[src/hw/rtl/wavr_pkg.sv]
// Shared types and constants for the RIFF/WAVE PCM stream reader.
// Holds the parse phase encoding, result codes, header identifiers and the result record.
// No dependencies.
package wavr_pkg;

   typedef enum logic [1:0] {
      PHASE_HEADER = 2'd0,
      PHASE_DATA   = 2'd1,
      PHASE_IDLE   = 2'd2
   } phase_type;

   localparam logic [1:0] KIND_SAMPLE = 2'd0;
   localparam logic [1:0] KIND_ACCEPT = 2'd1;
   localparam logic [1:0] KIND_REJECT = 2'd2;

   localparam logic [2:0] ERR_NONE     = 3'd0;
   localparam logic [2:0] ERR_NOT_RIFF = 3'd1;
   localparam logic [2:0] ERR_NOT_WAVE = 3'd2;
   localparam logic [2:0] ERR_NOT_FMT  = 3'd3;
   localparam logic [2:0] ERR_CHANNELS = 3'd4;

   // Identifiers stored with the first file byte in the lowest bits.
   localparam logic [31:0] ID_RIFF = 32'h4646_4952;
   localparam logic [31:0] ID_WAVE = 32'h4556_4157;
   localparam logic [31:0] ID_FMT  = 32'h2074_6D66;

   localparam logic [5:0] POS_LAST = 6'd43;

   localparam int RSP_DATA_W = 128;

   typedef struct packed {
      logic        valid;
      logic [1:0]  kind;
      logic [2:0]  error_code;
      logic [23:0] sample_value;
      logic        channel_side;
      logic        final_sample;
      logic [15:0] channel_count;
      logic [15:0] sample_bits;
      logic [31:0] rate_hz;
      logic [31:0] data_length;
   } result_type;

   function automatic logic [7:0] id_byte(input logic [31:0] id, input logic [1:0] k);
      logic [4:0] sh;
      sh = {k, 3'b000};
      return id[sh +: 8];
   endfunction

endpackage

[src/hw/rtl/wavr_parse_core.sv]
// Header parser and sample assembler of the RIFF/WAVE PCM stream reader.
// Updates the parse state for each accepted request and gives the result it causes.
// Depends on wavr_pkg.
module wavr_parse_core
   import wavr_pkg::*;
(
   input  logic             clock,
   input  logic             reset,
   input  logic             take,
   input  logic [7:0]       data_byte,
   input  logic             new_file,
   output result_type       result
);

   phase_type   phase_ff, phase_in, phase_cur;
   logic [5:0]  pos_ff, pos_in, pos_cur;
   logic        mm_ff, mm_in, mm_cur;
   logic [15:0] chan_ff, chan_in, chan_cur;
   logic [15:0] bits_ff, bits_in, bits_cur;
   logic [31:0] rate_ff, rate_in, rate_cur;
   logic [31:0] left_ff, left_in, left_cur;
   logic [23:0] asm_ff, asm_in, asm_cur;
   logic [1:0]  bis_ff, bis_in, bis_cur;
   logic        side_ff, side_in, side_cur;

   logic        in_riff, in_wave, in_fmt, in_id;
   logic [31:0] id_word;
   logic        mm_next, id_fail, hdr_last, too_many;
   logic [2:0]  id_err;
   logic [15:0] chan_new, bits_new;
   logic [31:0] rate_new, len_new;

   logic [1:0]  bps;
   logic        stereo;
   logic [31:0] left_dec;
   logic [23:0] asm_new, sample;
   logic [1:0]  bis_inc;
   logic        done, emit, fin;
   logic [2:0]  frame_bytes;

   // A first byte of a file acts on freshly cleared state.
   assign phase_cur = new_file ? PHASE_HEADER : phase_ff;
   assign pos_cur   = new_file ? 6'd0  : pos_ff;
   assign mm_cur    = new_file ? 1'b0  : mm_ff;
   assign chan_cur  = new_file ? 16'd0 : chan_ff;
   assign bits_cur  = new_file ? 16'd0 : bits_ff;
   assign rate_cur  = new_file ? 32'd0 : rate_ff;
   assign left_cur  = new_file ? 32'd0 : left_ff;
   assign asm_cur   = new_file ? 24'd0 : asm_ff;
   assign bis_cur   = new_file ? 2'd0  : bis_ff;
   assign side_cur  = new_file ? 1'b0  : side_ff;

   // Header decode.
   assign in_riff = (pos_cur <= 6'd3);
   assign in_wave = (pos_cur >= 6'd8)  && (pos_cur <= 6'd11);
   assign in_fmt  = (pos_cur >= 6'd12) && (pos_cur <= 6'd15);
   assign in_id   = in_riff || in_wave || in_fmt;
   assign id_word = in_riff ? ID_RIFF : (in_wave ? ID_WAVE : ID_FMT);
   assign id_err  = in_riff ? ERR_NOT_RIFF : (in_wave ? ERR_NOT_WAVE : ERR_NOT_FMT);
   assign mm_next = ((pos_cur[1:0] == 2'd0) ? 1'b0 : mm_cur)
                    | (data_byte != id_byte(id_word, pos_cur[1:0]));
   assign id_fail = in_id && (pos_cur[1:0] == 2'd3) && mm_next;
   assign hdr_last = (pos_cur == POS_LAST);

   always_comb begin
      chan_new = chan_cur;
      bits_new = bits_cur;
      rate_new = rate_cur;
      len_new  = left_cur;
      unique case (pos_cur)
         6'd22: chan_new[7:0]   = data_byte;
         6'd23: chan_new[15:8]  = data_byte;
         6'd24: rate_new[7:0]   = data_byte;
         6'd25: rate_new[15:8]  = data_byte;
         6'd26: rate_new[23:16] = data_byte;
         6'd27: rate_new[31:24] = data_byte;
         6'd34: bits_new[7:0]   = data_byte;
         6'd35: bits_new[15:8]  = data_byte;
         6'd40: len_new[7:0]    = data_byte;
         6'd41: len_new[15:8]   = data_byte;
         6'd42: len_new[23:16]  = data_byte;
         6'd43: len_new[31:24]  = data_byte;
         default: ;
      endcase
   end

   assign too_many = (chan_new > 16'd2);

   // Data decode.
   assign bps = (bits_cur == 16'd16) ? 2'd2 : ((bits_cur == 16'd24) ? 2'd3 : 2'd0);
   assign stereo = (chan_cur == 16'd2);
   assign left_dec = left_cur - 32'd1;
   assign bis_inc = bis_cur + 2'd1;
   assign done = (bps != 2'd0) && (bis_inc >= bps);
   assign frame_bytes = stereo ? {bps, 1'b0} : {1'b0, bps};

   always_comb begin
      asm_new = asm_cur;
      unique case (bis_cur)
         2'd0: asm_new[7:0]   = asm_cur[7:0]   | data_byte;
         2'd1: asm_new[15:8]  = asm_cur[15:8]  | data_byte;
         2'd2: asm_new[23:16] = asm_cur[23:16] | data_byte;
         default: ;
      endcase
   end

   assign sample = (bps == 2'd2) ? {{8{asm_new[15]}}, asm_new[15:0]} : asm_new;
   assign emit = (stereo && !side_cur) ? (left_dec >= {30'd0, bps}) : 1'b1;
   assign fin  = (stereo && !side_cur) ? 1'b0 : (left_dec < {29'd0, frame_bytes});

   // Next phase.
   always_comb begin
      phase_in = phase_ff;
      if (take) begin
         unique case (phase_cur)
            PHASE_HEADER: begin
               if (id_fail) begin
                  phase_in = PHASE_IDLE;
               end else if (hdr_last) begin
                  phase_in = (!too_many && (len_new != 32'd0)) ? PHASE_DATA : PHASE_IDLE;
               end else begin
                  phase_in = PHASE_HEADER;
               end
            end
            PHASE_DATA: phase_in = (left_dec == 32'd0) ? PHASE_IDLE : PHASE_DATA;
            default:    phase_in = PHASE_IDLE;
         endcase
      end
   end

   // Field updates and result.
   always_comb begin
      pos_in  = pos_ff;
      mm_in   = mm_ff;
      chan_in = chan_ff;
      bits_in = bits_ff;
      rate_in = rate_ff;
      left_in = left_ff;
      asm_in  = asm_ff;
      bis_in  = bis_ff;
      side_in = side_ff;
      result  = '0;
      if (take) begin
         pos_in  = pos_cur;
         mm_in   = mm_cur;
         chan_in = chan_cur;
         bits_in = bits_cur;
         rate_in = rate_cur;
         left_in = left_cur;
         asm_in  = asm_cur;
         bis_in  = bis_cur;
         side_in = side_cur;
         unique case (phase_cur)
            PHASE_HEADER: begin
               pos_in  = pos_cur + 6'd1;
               if (in_id) begin
                  mm_in = mm_next;
               end
               chan_in = chan_new;
               bits_in = bits_new;
               rate_in = rate_new;
               left_in = len_new;
               result.channel_count = chan_new;
               result.sample_bits   = bits_new;
               result.rate_hz       = rate_new;
               result.data_length   = len_new;
               if (id_fail) begin
                  result.valid      = 1'b1;
                  result.kind       = KIND_REJECT;
                  result.error_code = id_err;
               end else if (hdr_last) begin
                  result.valid      = 1'b1;
                  result.kind       = too_many ? KIND_REJECT : KIND_ACCEPT;
                  result.error_code = too_many ? ERR_CHANNELS : ERR_NONE;
               end
            end
            PHASE_DATA: begin
               left_in = left_dec;
               if (bps != 2'd0) begin
                  if (done) begin
                     asm_in  = 24'd0;
                     bis_in  = 2'd0;
                     side_in = stereo ? !side_cur : 1'b0;
                     result.valid        = emit;
                     result.kind         = KIND_SAMPLE;
                     result.sample_value = sample;
                     result.channel_side = side_cur;
                     result.final_sample = fin;
                  end else begin
                     asm_in = asm_new;
                     bis_in = bis_inc;
                  end
               end
            end
            default: ;
         endcase
      end
   end

   always_ff @(posedge clock) begin
      if (reset) begin
         phase_ff <= PHASE_HEADER;
         pos_ff   <= '0;
         mm_ff    <= 1'b0;
         chan_ff  <= '0;
         bits_ff  <= '0;
         rate_ff  <= '0;
         left_ff  <= '0;
         asm_ff   <= '0;
         bis_ff   <= '0;
         side_ff  <= 1'b0;
      end else begin
         phase_ff <= phase_in;
         pos_ff   <= pos_in;
         mm_ff    <= mm_in;
         chan_ff  <= chan_in;
         bits_ff  <= bits_in;
         rate_ff  <= rate_in;
         left_ff  <= left_in;
         asm_ff   <= asm_in;
         bis_ff   <= bis_in;
         side_ff  <= side_in;
      end
   end

endmodule

[src/hw/rtl/wav_pcm_stream_reader.sv]
// RIFF/WAVE PCM stream reader; a result shows in the cycle after its request is taken.
// Throughput one byte per cycle; each byte is decoded in the cycle it is taken and any
// result lands in a single output register, so requests stall while it is held unread.
// Reset (synchronous, active high) returns the parser to header byte 0 with all fields
// cleared and the output register empty. Top level; depends on wavr_pkg and wavr_parse_core.
module wav_pcm_stream_reader
   import wavr_pkg::*;
(
   input  logic                  clock,
   input  logic                  reset,
   input  logic                  req_tvalid,
   output logic                  req_tready,
   input  logic [7:0]            req_tdata,  // data_byte[7:0]
   input  logic [0:0]            req_tuser,  // new_file[0]
   output logic                  rsp_tvalid,
   input  logic                  rsp_tready,
   // error_code[2:0], sample_value[26:3], channel_side[27], channel_count[43:28],
   // sample_bits[59:44], rate_hz[91:60], data_length[123:92], zero[127:124]
   output logic [RSP_DATA_W-1:0] rsp_tdata,
   output logic [1:0]            rsp_tuser,  // result_kind[1:0]
   output logic                  rsp_tlast   // final_sample
);

   result_type result;
   logic       take;
   logic       rsp_valid_ff, rsp_valid_in;
   result_type rsp_ff;

   assign req_tready = !rsp_valid_ff || rsp_tready;
   assign take = req_tvalid && req_tready;

   wavr_parse_core u_core (
      .clock     (clock),
      .reset     (reset),
      .take      (take),
      .data_byte (req_tdata),
      .new_file  (req_tuser[0]),
      .result    (result)
   );

   always_comb begin
      rsp_valid_in = rsp_valid_ff;
      if (take) begin
         rsp_valid_in = result.valid;
      end else if (rsp_tready) begin
         rsp_valid_in = 1'b0;
      end
   end

   always_ff @(posedge clock) begin
      if (reset) begin
         rsp_valid_ff <= 1'b0;
      end else begin
         rsp_valid_ff <= rsp_valid_in;
      end
   end

   always_ff @(posedge clock) begin
      if (take && result.valid) begin
         rsp_ff <= result;
      end
   end

   assign rsp_tvalid = rsp_valid_ff;
   assign rsp_tuser  = rsp_ff.kind;
   assign rsp_tlast  = rsp_ff.final_sample;
   assign rsp_tdata  = {4'd0, rsp_ff.data_length, rsp_ff.rate_hz, rsp_ff.sample_bits,
                        rsp_ff.channel_count, rsp_ff.channel_side, rsp_ff.sample_value,
                        rsp_ff.error_code};

   a_sample_no_error: assert property (@(posedge clock) disable iff (reset)
      rsp_tvalid && (rsp_tuser == KIND_SAMPLE) |-> (rsp_tdata[2:0] == ERR_NONE))
      else $error("sample result carries an error code");

   a_header_not_last: assert property (@(posedge clock) disable iff (reset)
      rsp_tvalid && (rsp_tuser != KIND_SAMPLE) |-> !rsp_tlast)
      else $error("header result marked as final sample");

   a_reject_has_code: assert property (@(posedge clock) disable iff (reset)
      rsp_tvalid && (rsp_tuser == KIND_REJECT) |-> (rsp_tdata[2:0] != ERR_NONE))
      else $error("rejection without an error code");

   a_kind_known: assert property (@(posedge clock) disable iff (reset)
      rsp_tvalid |-> (rsp_tuser == KIND_SAMPLE) || (rsp_tuser == KIND_ACCEPT)
                     || (rsp_tuser == KIND_REJECT))
      else $error("unknown result kind");

   a_held_when_stalled: assert property (@(posedge clock) disable iff (reset)
      rsp_tvalid && !rsp_tready |=> rsp_tvalid && $stable(rsp_tdata))
      else $error("pending result lost while stalled");

endmodule
[config.mk]
export PLATFORM = sky130hd
export DESIGN_NAME = wav_pcm_stream_reader
export DESIGN_NICKNAME = d
export VERILOG_FILES = /design/src/hw/rtl/wavr_pkg.sv /design/src/hw/rtl/wavr_parse_core.sv /design/src/hw/rtl/wav_pcm_stream_reader.sv
export SDC_FILE = /design/constraint.sdc
export NUM_CORES = 1
export LEC_CHECK = 0
export ABC_CLOCK_PERIOD_IN_PS = 21100
export BUFFER_PORTS_ARGS = -buffer_cell sky130_fd_sc_hd__buf_4
export CAP_MARGIN = 5
export CORE_UTILIZATION = 40
export DETAILED_ROUTE_END_ITERATION = 10
export PLACE_DENSITY = 0.54
export SKIP_CTS_REPAIR_TIMING = 1
export SYNTH_ARGS = -nofsm -noshare
export SYNTH_HDL_FRONTEND = slang
export SYNTH_SLANG_ARGS = --single-unit
[constraint.sdc]
create_clock -name clock -period 21.1 [get_ports clock]
set_input_delay 3.165 -clock clock [delete_from_list [all_inputs] [get_ports clock]]
set_output_delay 3.165 -clock clock [all_outputs]
set_load 0.01 [all_outputs]
==> reports/qor.csv <==
stage;metric;value;unit
status;status;completed;
detailed_routing;first_iter_violations;1238;
grt;grt_antenna_before_repair;0;
timing;tightestPinTransition;1.12;ns
detailed_routing;first_pass_iters;6;
synth;avgSynthCellArea;8.87;um2
detailed_routing;wire_per_inst;21.2;um
cells_and_area;drive_gt1_frac;0.151;
setup_path;path_cells;buf_4, clkinv_2, buf_4, nand3_1, nor3_1, a21oi_1, nor2_4, buf_4;
setup_path;cp.arrival;7.24;ns
detailed_routing;routed_wirelength;42.5;mm
floorplanning;initial_utilization;0.411;
hold_path;hp-class;reg2reg;
clock_network;worstSkewPairLatency;0.56;ns
floorplanning;die_x;183;um
placed_design;dp_hpwl;26.9;mm
placed_design;gp_congestion;0.903;
timing;hold_viol_final;0;
cells_and_area;diodes;0;
setup_path;critPathRequiredTime;21.28;ns
power;leakage;5.54;nW
floorplanning;ioPinCount;146;
timing;finalSetupTns;0;ns
synth;yosysSeqAreaShare;0.493;
setup_path;rr_worst_depth;10;
grt;grt_first_pass_wirelength;65.1;mm
timing;slew_headroom;0.252;
setup_path;startpoint;req_tuser;
cells_and_area;syn_to_final_growth;16.0;%
timing;hold_ws;0.455;ns
clock_network;h-tree-depth;1;
synth;yosys_register_bits;260;
power;ir_worst_vdd;0.0536;mV
grt;gr-total-overflow;0;
timing;grt_setup_unrepaired;no;
power;power.density;72.0;mW/mm2
floorplanning;rows;65;
setup_path;setup.worst_path.end;rsp_tdata[0];
setup_path;cp_max_fo;103;
clock_network;cts_made_buffers;28;
job;drv_cap;0;
setup_path;end_kind;register;
timing;period_share;0.335;
synth;synth-main-ff-cell;dfxtp_1;
floorplanning;core;0.0320;mm2
cells_and_area;finalNetCount;1573;
detailed_routing;via_per_inst;5.87;
synth;synthDistinctLibCells;80;
cells_and_area;nFillCells;3129;
grt;grt_max_degree;104;
grt;grt_pass1_vias;10800;
clock_network;cts-root-buf;clkbuf_16;
setup_path;path_common_cell;buf_4;
detailed_routing;drc;0;
timing;layout_min_cycle_time;7.06;ns
setup_path;slowest_stage;nand3_1;
setup_path;timing.rr.start;u_core.left_ff[8];
timing;maxSlewViolCount;0;
timing;max_freq;142;MHz
timing;setup_violations;0;
synth;synth_area;0.0131;mm2
detailed_routing;vias;11800;
setup_path;critPathKind;in2reg;
clock_network;cts_buffer_depth;3;
setup_path;reg2reg_slack;16.82;ns
setup_path;critical_path.max_stage_delay;0.94;ns
synth;synthCells;1482;
clock_network;clock_sinks;260;
setup_path;start_kind;input pin;
synth;yosys_warnings;0;
clock_network;clk_pin_slew;0.06;ns
detailed_routing;drt.antenna.violating_nets;0;
synth;synth-async-reset-ratio;0;
floorplanning;die_area;0.0336;mm2
clock_network;cts_tree;built;
floorplanning;fp.dieH;183;um
grt;track_usage;0.250;
setup_path;r2r_end;rsp_tdata[0];
placed_design;placement.io_buffers;141;
synth;synth_edf_count;127;
timing;finClkSkew;0.00873;ns
==> worst min path at each step <==
stage	start	to	slack [ns]	cells past startpoint
floorplan	u_core.asm_ff[0]	u_core.asm_ff[0]	0.43	2
global placement	u_core.asm_ff[0]	u_core.asm_ff[0]	0.44	2
detailed placement	u_core.asm_ff[0]	u_core.asm_ff[0]	0.44	2
CTS	u_core.asm_ff[7]	u_core.asm_ff[7]	0.46	2
global route	u_core.asm_ff[7]	u_core.asm_ff[7]	0.48	2
finish	u_core.asm_ff[7]	u_core.asm_ff[7]	0.45	2
==> placed cells by master (no fill, tap or decap), drive strengths merged, types with 4 or more instances in the layout <==
master   synthesis  layout
nor3            40      40
a2111oi          4       4
nor4            24      24
o211ai          13      13
o31ai            4       4
xor2             4       4
edfxtp         127     127
nand2b          21      21
and2             4       4
and3            40      40
mux2i           16      16
a31oi           21      21
clkinv           0      14
o221ai           7       7
or3             10      10
o21a             4       4
o311a            4       4
nor2           240     240
nand3           62      62
a21o             4       4
conb             1       4
dfxtp          133     133
or4              5       5
inv             19      20
a21oi          120     120
nand4           14      14
xnor2           11      11
a211oi          12      12
nor3b           12      12
a22oi           93      93
clkbuf          91      36
nor2b           16      16
o21ai           88      88
nand2          129     129
buf             36     157
ha              15      15
==> cells by family after synthesis <==
group,count (synthesis),share of synthesized area
other cells,1,0.000285
simple gates,629,0.231
mux,17,0.0130
fa+ha+maj,15,0.0143
flops,260,0.493
xor+xnor,15,0.0106
buf+inv,146,0.0463
compound gates,399,0.192
==> state kept, by name (all words and copies together), names as in the netlist <==
| register | flops |
|---|---|
| u_core.bis_ff | 2 |
| rsp_tuser | 2 |
| u_core.side_ff | 1 |
| u_core.chan_ff | 16 |
| rsp_tvalid | 1 |
| u_core.bits_ff | 16 |
| u_core.rate_ff | 32 |
| u_core.asm_ff | 24 |
| u_core.phase_ff | 2 |
| u_core.left_ff | 32 |
| rsp_tdata | 124 |
| u_core.mm_ff | 1 |
| u_core.pos_ff | 6 |
| rsp_tlast | 1 |
==> final cells by class <==
class / count / area [um2] / area share
well taps: 435 / 544 / 0.0357
flip-flops and latches: 260 / 6480 / 0.425
clock buffers: 36 / 771 / 0.0506
multi-input cells: 1079 / 6100 / 0.400
clock inverters: 16 / 98.8 / 0.00649
inverters: 19 / 72.6 / 0.00476
repair buffers: 157 / 1180 / 0.0774
==> metrics by stage <==
step | instances | utilization | setup WS [ns] | power, mW | cell area (um2)
floorplan | 1485 | - | 9.34 | 0.608 | 13200
global placement | 1950 | 0.450 | 13.54 | 0.638 | 14400
detailed placement | 1950 | 0.450 | 13.39 | 0.638 | 14400
CTS | 2002 | 0.477 | 14.02 | 1.11 | 15200
global route | 2002 | 0.477 | 13.66 | 1.14 | 15200
finish | 2002 | 0.477 | 14.04 | 1.10 | 15200
==> cells in the mapped netlist, types with 6 or more instances <==
cell	count	area share
and3_1	40	0.019
o21ai_1	9	0.0034
nor2b_1	16	0.0076
nor3b_1	9	0.0051
o211ai_1	13	0.0074
ha_1	15	0.014
o221ai_1	7	0.0047
nand4_1	12	0.0057
nand3_1	60	0.023
nand2_1	129	0.037
inv_1	19	0.0054
nor2_1	240	0.069
mux2i_1	16	0.012
nor4_1	20	0.0095
buf_2	12	0.0046
a22oi_1	93	0.053
o21ai_0	79	0.030
a211oi_1	11	0.0063
nor3_1	38	0.014
buf_1	15	0.0043
nand2b_1	21	0.010
or3_1	10	0.0048
dfxtp_1	133	0.20
a21oi_1	120	0.046
edfxtp_1	127	0.29
xnor2_1	10	0.0067
buf_4	6	0.0034
clkbuf_1	91	0.026
a31oi_1	21	0.010
==> metal layers <==
metal / GRT usage / routed length [um] / vias to the layer above
met5: 0 / 0 / -
met4: 0.0793 / 1310 / 0
met3: 0.0409 / 2900 / 91
met2: 0.381 / 18900 / 486
met1: 0.359 / 19400 / 5656
li1: - / - / 5522
==> critical path: cells and delay by family <==
family / cells / cell delay [ns]
compound gates: 1 / 0.18
simple gates: 3 / 1.74
buf+inv: 4 / 2.09
==> report_power, final <==
part | internal (mW) | total, mW | switching [mW]
Sequential | 0.529 | 0.536 | 0.00727
Clock | 0.259 | 0.467 | 0.208
Combinational | 0.0256 | 0.0937 | 0.0681
Total | 0.813 | 1.10 | 0.284
No activity file was read; power rests on OpenSTA's default activity.
